$ cat config.mk
export PLATFORM = sky130hd
export DESIGN_NAME = sgr_escape_parser
export DESIGN_NICKNAME = d
export VERILOG_FILES = /design/src/hw/rtl/sgr_pkg.sv /design/src/hw/rtl/sgr_in_stage.sv /design/src/hw/rtl/sgr_decode.sv /design/src/hw/rtl/sgr_out_stage.sv /design/src/hw/rtl/sgr_escape_parser.sv
export SDC_FILE = /design/constraint.sdc
export NUM_CORES = 1
export LEC_CHECK = 0
export BUFFER_PORTS_ARGS = -buffer_cell sky130_fd_sc_hd__buf_4
export CAP_MARGIN = 20
export CORE_ASPECT_RATIO = 1.2
export CORE_MARGIN = 2
export CORE_UTILIZATION = 40
export DETAILED_ROUTE_END_ITERATION = 7
export GPL_TIMING_DRIVEN = 1
export PLACE_DENSITY = 0.63
export SETUP_SLACK_MARGIN = 0.02
export SYNTH_ARGS = -nofsm -noshare
export SYNTH_HDL_FRONTEND = slang
export SYNTH_HIERARCHICAL = 1
export SYNTH_SLANG_ARGS = --single-unit
$ cat constraint.sdc
create_clock -name clk -period 4.3 [get_ports clk]
set_input_delay 0.86 -clock clk [delete_from_list [all_inputs] [get_ports clk]]
set_output_delay 0.86 -clock clk [all_outputs]
set_load 0.005 [all_outputs]
$ cat src/hw/rtl/sgr_pkg.sv
// shared types and character constants for the sgr escape sequence parser
package sgr_pkg;

	// sequence bytes of interest
	localparam logic [7:0] CH_SEMI     = 8'h3B;
	localparam logic [7:0] CH_M        = 8'h6D;
	localparam logic [7:0] CH_LBRACKET = 8'h5B;
	localparam logic [7:0] CH_0        = 8'h30;
	localparam logic [7:0] CH_1        = 8'h31;
	localparam logic [7:0] CH_2        = 8'h32;
	localparam logic [7:0] CH_3        = 8'h33;
	localparam logic [7:0] CH_4        = 8'h34;
	localparam logic [7:0] CH_5        = 8'h35;
	localparam logic [7:0] CH_7        = 8'h37;
	localparam logic [7:0] CH_8        = 8'h38;
	localparam logic [7:0] CH_9        = 8'h39;

	// number accumulator saturation
	localparam logic [8:0]  NUM_SAT  = 9'd256;
	localparam logic [11:0] BYTE_MAX = 12'd255;

	typedef enum logic [1:0] {
		KIND_SGR     = 2'd0,
		KIND_UNKNOWN = 2'd1,
		KIND_INVALID = 2'd2
	} kind_t;

	typedef enum logic [2:0] {
		ERR_NONE  = 3'd0,
		ERR_INDEX = 3'd1,
		ERR_RED   = 3'd2,
		ERR_GREEN = 3'd3,
		ERR_BLUE  = 3'd4,
		ERR_PARSE = 3'd5
	} err_t;

	// which parameter of a color selection is expected next
	typedef enum logic [2:0] {
		PH_TOP   = 3'd0,
		PH_FMT   = 3'd1,
		PH_IDX   = 3'd2,
		PH_RED   = 3'd3,
		PH_GREEN = 3'd4,
		PH_BLUE  = 3'd5
	} phase_t;

	typedef struct packed {
		logic        rst;
		logic        bold;
		logic        fg_present;
		logic        fg_true;
		logic [23:0] fg;
		logic        bg_present;
		logic        bg_true;
		logic [23:0] bg;
	} attr_t;

	// parser state that returns to zero after each sequence
	typedef struct packed {
		phase_t      phase;
		logic [7:0]  c0;
		logic [7:0]  c1;
		logic [1:0]  plen;
		logic [8:0]  nval;
		logic        digits;
		logic        closed;
		logic        tgt_bg;
		logic [7:0]  red;
		logic [7:0]  green;
		logic        red_over;
		logic        green_over;
		err_t        err;
		attr_t       attr;
	} pst_t;

	localparam pst_t PST_RESET = pst_t'('0);

	typedef struct packed {
		kind_t kind;
		err_t  err;
		attr_t attr;
	} res_t;

	// result handoff from the decoder to the output register
	typedef struct packed {
		logic load;
		res_t res;
	} res_load_t;

endpackage

$ cat src/hw/rtl/sgr_in_stage.sv
// input register stage for sequence bytes
module sgr_in_stage import sgr_pkg::*; (
	input  logic       clk,
	input  logic       arst_n,
	input  logic       in_valid,
	output logic       in_ready,
	input  logic [7:0] char_byte,
	input  logic       final_byte,
	input  logic       step,
	output logic       valid_s1,
	output logic [7:0] char_s1,
	output logic       final_s1
);

	logic accept;

	// take a new item when empty or when the held one moves on
	assign in_ready = !valid_s1 || step;
	assign accept   = in_valid && in_ready;

	always_ff @(posedge clk or negedge arst_n) begin
		if (!arst_n) begin
			valid_s1 <= 1'b0;
		end else if (accept) begin
			valid_s1 <= 1'b1;
		end else if (step) begin
			valid_s1 <= 1'b0;
		end
	end

	// payload, no reset needed
	always_ff @(posedge clk) begin
		if (accept) begin
			char_s1  <= char_byte;
			final_s1 <= final_byte;
		end
	end

endmodule

$ cat src/hw/rtl/sgr_decode.sv
// parser state registers and per-byte decode logic
module sgr_decode import sgr_pkg::*; (
	input  logic       clk,
	input  logic       arst_n,
	input  logic       valid_s1,
	input  logic [7:0] char_s1,
	input  logic       final_s1,
	input  logic       out_free,
	output logic       step,
	output res_load_t  rl
);

	logic at_start_q, nxt_at_start;
	logic bracket_q, nxt_bracket;
	pst_t st_q, nxt_st;
	pst_t fin1, fin2;
	res_t res;

	// store a color into the current target
	function automatic pst_t put_color(input pst_t s, input logic tru, input logic [23:0] c);
		pst_t r;
		r = s;
		if (s.tgt_bg) begin
			r.attr.bg_present = 1'b1;
			r.attr.bg_true    = tru;
			r.attr.bg         = c;
		end else begin
			r.attr.fg_present = 1'b1;
			r.attr.fg_true    = tru;
			r.attr.fg         = c;
		end
		return r;
	endfunction

	// append one byte to the current parameter
	function automatic pst_t add_byte(input pst_t s, input logic [7:0] b);
		pst_t r;
		logic [11:0] v;
		r = s;
		v = ({3'd0, s.nval} * 12'd10) + {8'd0, b[3:0]};
		if (s.plen == 2'd0) begin
			r.c0 = b;
		end else if (s.plen == 2'd1) begin
			r.c1 = b;
		end
		if (s.plen != 2'd3) begin
			r.plen = s.plen + 2'd1;
		end
		if (!s.closed) begin
			if (b >= CH_0 && b <= CH_9) begin
				r.nval   = (v > BYTE_MAX) ? NUM_SAT : v[8:0];
				r.digits = 1'b1;
			end else begin
				r.closed = 1'b1;
			end
		end
		return r;
	endfunction

	// close the current parameter and act on it
	function automatic pst_t finish_param(input pst_t s);
		pst_t r;
		logic over;
		logic [7:0] v8;
		r = s;
		over = s.nval[8];
		v8 = s.nval[7:0];
		unique case (s.phase)
			PH_TOP: begin
				if (s.plen == 2'd1 && s.c0 == CH_0) begin
					r.attr.rst = 1'b1;
				end else if (s.plen == 2'd1 && s.c0 == CH_1) begin
					r.attr.bold = 1'b1;
				end else if (s.plen != 2'd0 && (s.c0 == CH_3 || s.c0 == CH_4)) begin
					r.tgt_bg = (s.c0 == CH_4);
					if (s.plen >= 2'd2 && s.c1 >= CH_0 && s.c1 <= CH_7) begin
						r = put_color(r, 1'b0, {16'd0, 8'(s.c1 - CH_0)});
					end else if (s.plen >= 2'd2 && s.c1 == CH_8) begin
						r.phase = PH_FMT;
					end else begin
						r = put_color(r, 1'b0, 24'd0);
					end
				end
			end
			PH_FMT: begin
				if (s.plen == 2'd1 && s.c0 == CH_5) begin
					r.phase = PH_IDX;
				end else if (s.plen == 2'd1 && s.c0 == CH_2) begin
					r.phase = PH_RED;
				end else begin
					r = put_color(r, 1'b0, 24'd0);
					r.phase = PH_TOP;
				end
			end
			PH_IDX: begin
				if (!s.digits || over) begin
					r.err = ERR_INDEX;
				end else begin
					r = put_color(r, 1'b0, {16'd0, v8});
				end
				r.phase = PH_TOP;
			end
			PH_RED: begin
				if (!s.digits) begin
					r.err   = ERR_PARSE;
					r.phase = PH_TOP;
				end else begin
					r.red        = v8;
					r.green      = 8'd0;
					r.red_over   = over;
					r.green_over = 1'b0;
					r.phase      = PH_GREEN;
				end
			end
			PH_GREEN: begin
				if (!s.digits) begin
					r.err   = ERR_PARSE;
					r.phase = PH_TOP;
				end else begin
					r.green      = v8;
					r.green_over = s.green_over || over;
					r.phase      = PH_BLUE;
				end
			end
			PH_BLUE: begin
				if (!s.digits) begin
					r.err = ERR_PARSE;
				end else if (s.red_over) begin
					r.err = ERR_RED;
				end else if (s.green_over) begin
					r.err = ERR_GREEN;
				end else if (over) begin
					r.err = ERR_BLUE;
				end else begin
					r = put_color(r, 1'b1, {s.red, s.green, v8});
				end
				r.phase = PH_TOP;
			end
			default: begin
				r.phase = PH_TOP;
			end
		endcase
		r.c0     = 8'd0;
		r.c1     = 8'd0;
		r.plen   = 2'd0;
		r.nval   = 9'd0;
		r.digits = 1'b0;
		r.closed = 1'b0;
		return r;
	endfunction

	// the held item moves on unless it is a terminator and the result register is not free
	assign step = valid_s1 && (!final_s1 || out_free);

	// terminator: close the last parameter, then at most one missing one
	always_comb begin
		fin1 = (st_q.err == ERR_NONE) ? finish_param(st_q) : st_q;
		fin2 = (fin1.phase != PH_TOP && fin1.err == ERR_NONE) ? finish_param(fin1) : fin1;
	end

	// next state and result
	always_comb begin
		nxt_at_start = at_start_q;
		nxt_bracket  = bracket_q;
		nxt_st       = st_q;
		res          = res_t'('0);
		res.kind     = KIND_UNKNOWN;
		if (at_start_q) begin
			nxt_at_start = 1'b0;
			nxt_bracket  = (char_s1 == CH_LBRACKET);
		end else if (!final_s1) begin
			if (bracket_q && st_q.err == ERR_NONE) begin
				nxt_st = (char_s1 == CH_SEMI) ? finish_param(st_q) : add_byte(st_q, char_s1);
			end
		end else if (bracket_q && char_s1 == CH_M) begin
			if (fin2.err != ERR_NONE) begin
				res.kind = KIND_INVALID;
				res.err  = fin2.err;
			end else begin
				res.kind = KIND_SGR;
				res.attr = fin2.attr;
			end
		end
		if (final_s1) begin
			nxt_at_start = 1'b1;
			nxt_bracket  = 1'b0;
			nxt_st       = PST_RESET;
		end
	end

	assign rl.load = step && final_s1;
	assign rl.res  = res;

	always_ff @(posedge clk or negedge arst_n) begin
		if (!arst_n) begin
			at_start_q <= 1'b1;
			bracket_q  <= 1'b0;
			st_q       <= PST_RESET;
		end else if (step) begin
			at_start_q <= nxt_at_start;
			bracket_q  <= nxt_bracket;
			st_q       <= nxt_st;
		end
	end

endmodule

$ cat src/hw/rtl/sgr_out_stage.sv
// result register with valid and ready toward the consumer
module sgr_out_stage import sgr_pkg::*; (
	input  logic      clk,
	input  logic      arst_n,
	input  res_load_t rl,
	output logic      out_free,
	output logic      out_valid,
	input  logic      out_ready,
	output res_t      res_q
);

	// register may be refilled when empty or being drained
	assign out_free = !out_valid || out_ready;

	always_ff @(posedge clk or negedge arst_n) begin
		if (!arst_n) begin
			out_valid <= 1'b0;
		end else if (rl.load) begin
			out_valid <= 1'b1;
		end else if (out_ready) begin
			out_valid <= 1'b0;
		end
	end

	// payload, no reset needed
	always_ff @(posedge clk) begin
		if (rl.load) begin
			res_q <= rl.res;
		end
	end

endmodule

$ cat src/hw/rtl/sgr_escape_parser.sv
// top level of the sgr escape sequence parser
// a terminator goes into the input register, then its result into the result register
// throughput: one byte per cycle; the input register and result register each decouple a side
// a byte stalls only when it is a terminator and the result register is still held
// reset (arst_n low) clears both handshake stages and returns the parser to sequence start
module sgr_escape_parser import sgr_pkg::*; (
	input  logic        clk,
	input  logic        arst_n,
	input  logic        in_valid,
	output logic        in_ready,
	input  logic [7:0]  char_byte,
	input  logic        final_byte,
	output logic        out_valid,
	input  logic        out_ready,
	output logic [1:0]  seq_kind,
	output logic [2:0]  error_code,
	output logic        reset_seen,
	output logic        bold_seen,
	output logic        fg_present,
	output logic        fg_is_truecolor,
	output logic [23:0] fg_color,
	output logic        bg_present,
	output logic        bg_is_truecolor,
	output logic [23:0] bg_color
);

	logic       step;
	logic       valid_s1;
	logic [7:0] char_s1;
	logic       final_s1;
	logic       out_free;
	res_load_t  rl;
	res_t       res_q;

	sgr_in_stage u_in (
		.clk        (clk),
		.arst_n     (arst_n),
		.in_valid   (in_valid),
		.in_ready   (in_ready),
		.char_byte  (char_byte),
		.final_byte (final_byte),
		.step       (step),
		.valid_s1   (valid_s1),
		.char_s1    (char_s1),
		.final_s1   (final_s1)
	);

	sgr_decode u_dec (
		.clk      (clk),
		.arst_n   (arst_n),
		.valid_s1 (valid_s1),
		.char_s1  (char_s1),
		.final_s1 (final_s1),
		.out_free (out_free),
		.step     (step),
		.rl       (rl)
	);

	sgr_out_stage u_out (
		.clk       (clk),
		.arst_n    (arst_n),
		.rl        (rl),
		.out_free  (out_free),
		.out_valid (out_valid),
		.out_ready (out_ready),
		.res_q     (res_q)
	);

	// unpack the result fields
	assign seq_kind        = res_q.kind;
	assign error_code      = res_q.err;
	assign reset_seen      = res_q.attr.rst;
	assign bold_seen       = res_q.attr.bold;
	assign fg_present      = res_q.attr.fg_present;
	assign fg_is_truecolor = res_q.attr.fg_true;
	assign fg_color        = res_q.attr.fg;
	assign bg_present      = res_q.attr.bg_present;
	assign bg_is_truecolor = res_q.attr.bg_true;
	assign bg_color        = res_q.attr.bg;

endmodule

==> key figures <==
Outcome
  • Status: completed

Detailed routing
  • Final wirelength: 26.6 mm
  • Wire per inst: 20.6 um
  • Starting DRT DRC Count: 738
  • Remaining antenna violation count after routing: 0
  • Via count: 7765
  • Via/cell ratio: 6.02
  • Residual DRC: 0
  • Detailed Routing Iterations Pass 1: 6

Synthesis
  • Area share of fa/ha/maj cells after synthesis: 0.0332
  • Largest family of logic cells by synthesized area: compound AO/OA/AOI/OAI gates
  • Synth cell types: 88
  • Number of flops mapped to enable cells by yosys: 68
  • Cell Area, Synth: 0.00949 sq mm
  • Mux cell area share after synthesis: 0.00580
  • Synth warnings: 6
  • Primary FF master, synth: dfrtp_1
  • Compound-Gate Fraction of Synth Area: 0.258
  • Ys async rst share: 0.622
  • Mapped Avg Cell Area: 10.6 sq um
  • Post-synthesis sequential area ratio: 0.510
  • Mapped Cells: 893
  • Post-synthesis simple-gate area fraction: 0.151
  • Yosys reg bits: 180
  • Syn_nets: 930
  • XOR/XNOR share of the synthesized area: 0.0101

Floorplan
  • Site Rows: 61
  • Top Ports: 74
  • Die width: 145 um
  • Die area: 0.0250 sq mm
  • CORE AREA: 0.0233 sq mm
  • Die Y-Extent: 173 um
  • Starting Density: 0.408

Global route
  • Total gr overflow: 0
  • First-pass GRT wire length: 41.8 mm
  • Initial antenna violation count: 0
  • Global Route Usage Sum: 0.217
  • Largest net degree at the start of global routing: 113
  • Vias in the first global route: 7358

Clocking
  • CTS tree: built
  • H-Tree Depth: 4
  • Post_cts resized: 0
  • Hold Buf Count CTS: 0
  • TritonCTS buffer count: 17
  • Root buffer cell: clkbuf_16
  • Clk_lat worst skew: 440 ps
  • Clock Tree Buf Depth: 2
  • Buffer count from post-CTS setup fixing: 0
  • Clock sinks: 180
  • Worst-path clk slew: 80 ps

Critical path
  • Worst Setup End Kind: flip-flop
  • Type of origin of the critical path: flip-flop
  • Worst path required time: 4480 ps
  • Critical Path AT: 3820 ps
  • Delay-heaviest family, CP: compound AO/OA/AOI/OAI gates
  • Slowest cell on the critical path: or3_1
  • Instance count on the critical path: 7
  • Slowest stage delay, CP: 680 ps
  • Critical path, cell by cell: or3_1, o21ai_1, o21a_1, nor3_1, nor4_4, o2111ai_4, a211oi_1
  • Worst setup path category: flip-flop to flip-flop
  • FF-to-FF path depth: 7
  • CP max FO: 25
  • Buf/Inv on CP: 0

Power
  • Proportion of power drawn by flip-flops and latches: 0.491
  • Power Internal: 2.89 mW
  • Cell area power density: 369 mW/mm^2
  • NetSw: 1.19 mW
  • Final Power: 4.07 mW
  • Lkg Pwr: 4.44 nW
  • Clock share of power: 0.401
  • Worst IR Drop VDD: 0.000284 V
  • Switching share of power: 0.291
  • Comb power frac: 0.108

Finish
  • Layout cells sized above 1: 0.173
  • Finished Layout Cells: 1290
  • ANT cells: 0
  • Filler instances: 2152
  • Nets: 999
  • Synth-to-layout area growth: 16.2%

Placed design
  • Placed Instances: 1255
  • RD Place Congestion: 0.951
  • Post-place setup slack: 709 ps
  • HPWL Detailed: 18.7 mm
  • Port Buf Inserts: 73

Timing
  • Fin crit period: 3630 ps
  • Final WS setup: 667 ps
  • Max-slew headroom: 0.364
  • Worst hold slack: 460 ps
  • Endpoints failing setup: 0
  • Worst-Margin Slew: 954 ps
  • Maximum clock rate: 275 MHz
  • Hold Fails Final Rpt: 0
  • Worst clock skew: 11.6 ps
  • Pins Over Slew Limit: 0
  • RSZ-0062 raised after global routing: false
  • TNS Setup: 0 ps
  • Final worst path period share: 0.845

Run
  • Max_cap viols: 0

Worst hold path
  • Min-Delay Path Class: input port to async pin
power by group through the flow:
stage | logic, mW | clock network [mW] | registers (mW)
after detailed placement | 0.437 | 0 | 2.03
after CTS | 0.441 | 1.67 | 2.00
final | 0.440 | 1.64 | 2.00
after global placement | 0.430 | 0 | 2.03
after global routing | 0.487 | 1.74 | 2.01
after floorplan | 0.275 | 0 | 1.99
cell families after synthesis:
logic type | after synthesis
adder cells (fa/ha/maj) | 24
flip-flops | 180
XOR/XNOR | 11
AND/OR/NAND/NOR | 285
multiplexers | 5
buffers and inverters | 65
AO/OA/AOI/OAI | 323
cell type report:
type,instances,area [sq um],share of cell area
Multi-Input combinational cell,648,4360,0.395
Inverter,20,75.1,0.00680
Tap cell,315,394,0.0357
Clock buffer,17,425,0.0385
Timing Repair Buffer,95,726,0.0658
Clock inverter,15,208,0.0188
Sequential cell,180,4850,0.439
cell usage in the layout, fill, tap and decap left out, types with 4 or more instances in the layout:
master	instances
or2_2	8
a21oi_1	38
a22o_1	67
o21ai_0	48
inv_8	5
ha_1	22
a32o_1	4
nor2b_1	12
nor3b_1	5
dfrtp_1	111
edfxtp_1	68
clkinv_8	4
buf_4	91
a31oi_1	16
nor2_1	96
a22oi_1	39
a211oi_2	4
o22ai_1	4
and2_1	4
nand2b_1	9
o211a_1	7
nor4_1	4
nand2_1	72
mux2_2	4
xnor2_1	6
o31ai_1	7
nand3_1	13
nand3b_1	8
a32oi_1	7
a221oi_1	4
clkbuf_16	17
nand4_1	6
a21o_1	12
o21a_1	12
a211oi_1	15
xor2_1	5
nor3_1	19
inv_1	19
through the flow:
step / cell area (sq um) / utilization
global placement: 10400 / 0.446
global route: 11000 / 0.474
detailed placement: 10400 / 0.446
floorplan: 9490 / -
CTS: 11000 / 0.473
finish: 11000 / 0.474
synth_stat cells (all sizes together) (3+ instances only):
master   number  share of area
nand3b        8         0.0063
a32o          4         0.0042
a211oi       19          0.017
a31oi        16          0.011
a22oi        39          0.031
o21ai        54          0.031
nor3b         5         0.0040
o2111ai       3         0.0053
a21o         12         0.0095
nor4          6         0.0055
nand3        13         0.0069
o31ai         8         0.0069
xor2          5         0.0046
o22ai         4         0.0026
o211a         7         0.0074
ha           22          0.029
nand4         7         0.0062
a221oi        5         0.0065
nor2         98          0.039
inv          20         0.0079
o21a         12         0.0095
a21oi        40          0.022
clkbuf       25         0.0099
a2111oi       5         0.0072
and2          5         0.0036
edfxtp       68           0.22
nor3         21          0.012
xnor2         6         0.0055
nand2        72          0.028
nand2b       12         0.0098
mux2          4         0.0047
o221ai        3         0.0028
o311ai        3         0.0028
a32oi         7         0.0065
and3b         3         0.0028
nor2b        12         0.0079
buf          20          0.013
dfrtp       111           0.29
a22o         67          0.062
or2           8         0.0053
registers in the layout, indices dropped and copies added (netlist names):
register / cells
u_dec/st_q: 108
u_in/valid_s1: 1
u_dec/at_start_q: 1
u_out/out_valid: 1
u_dec/bracket_q: 1
u_in/final_s1: 1
u_in/char_s1: 8
u_out/res_q: 59
per-layer routing:
metal,up-vias,share of wire,GRT usage
met3,48,0.053,0.0330
met1,3856,0.43,0.294
met5,-,0,0
li1,3569,-,-
met4,0,0.038,0.0983
met2,292,0.48,0.341
final timing paths:
check                                             start                           end  slack [ps]
min reg2reg                u_dec/at_start_q$_DFFE_PN1P_  u_dec/at_start_q$_DFFE_PN1P_         490
min in group clk           u_dec/at_start_q$_DFFE_PN1P_  u_dec/at_start_q$_DFFE_PN1P_         490
max in group asynchronous                        arst_n    u_dec/st_q[66]$_DFFE_PN0P_        3330
min                                              arst_n    u_dec/st_q[54]$_DFFE_PN0P_         460
max reg2reg                  u_dec/st_q[54]$_DFFE_PN0P_     u_out/res_q[30]$_DFFE_PP_         670
max                          u_dec/st_q[54]$_DFFE_PN0P_     u_out/res_q[30]$_DFFE_PP_         670
No activity file was read; power rests on OpenSTA's default activity.
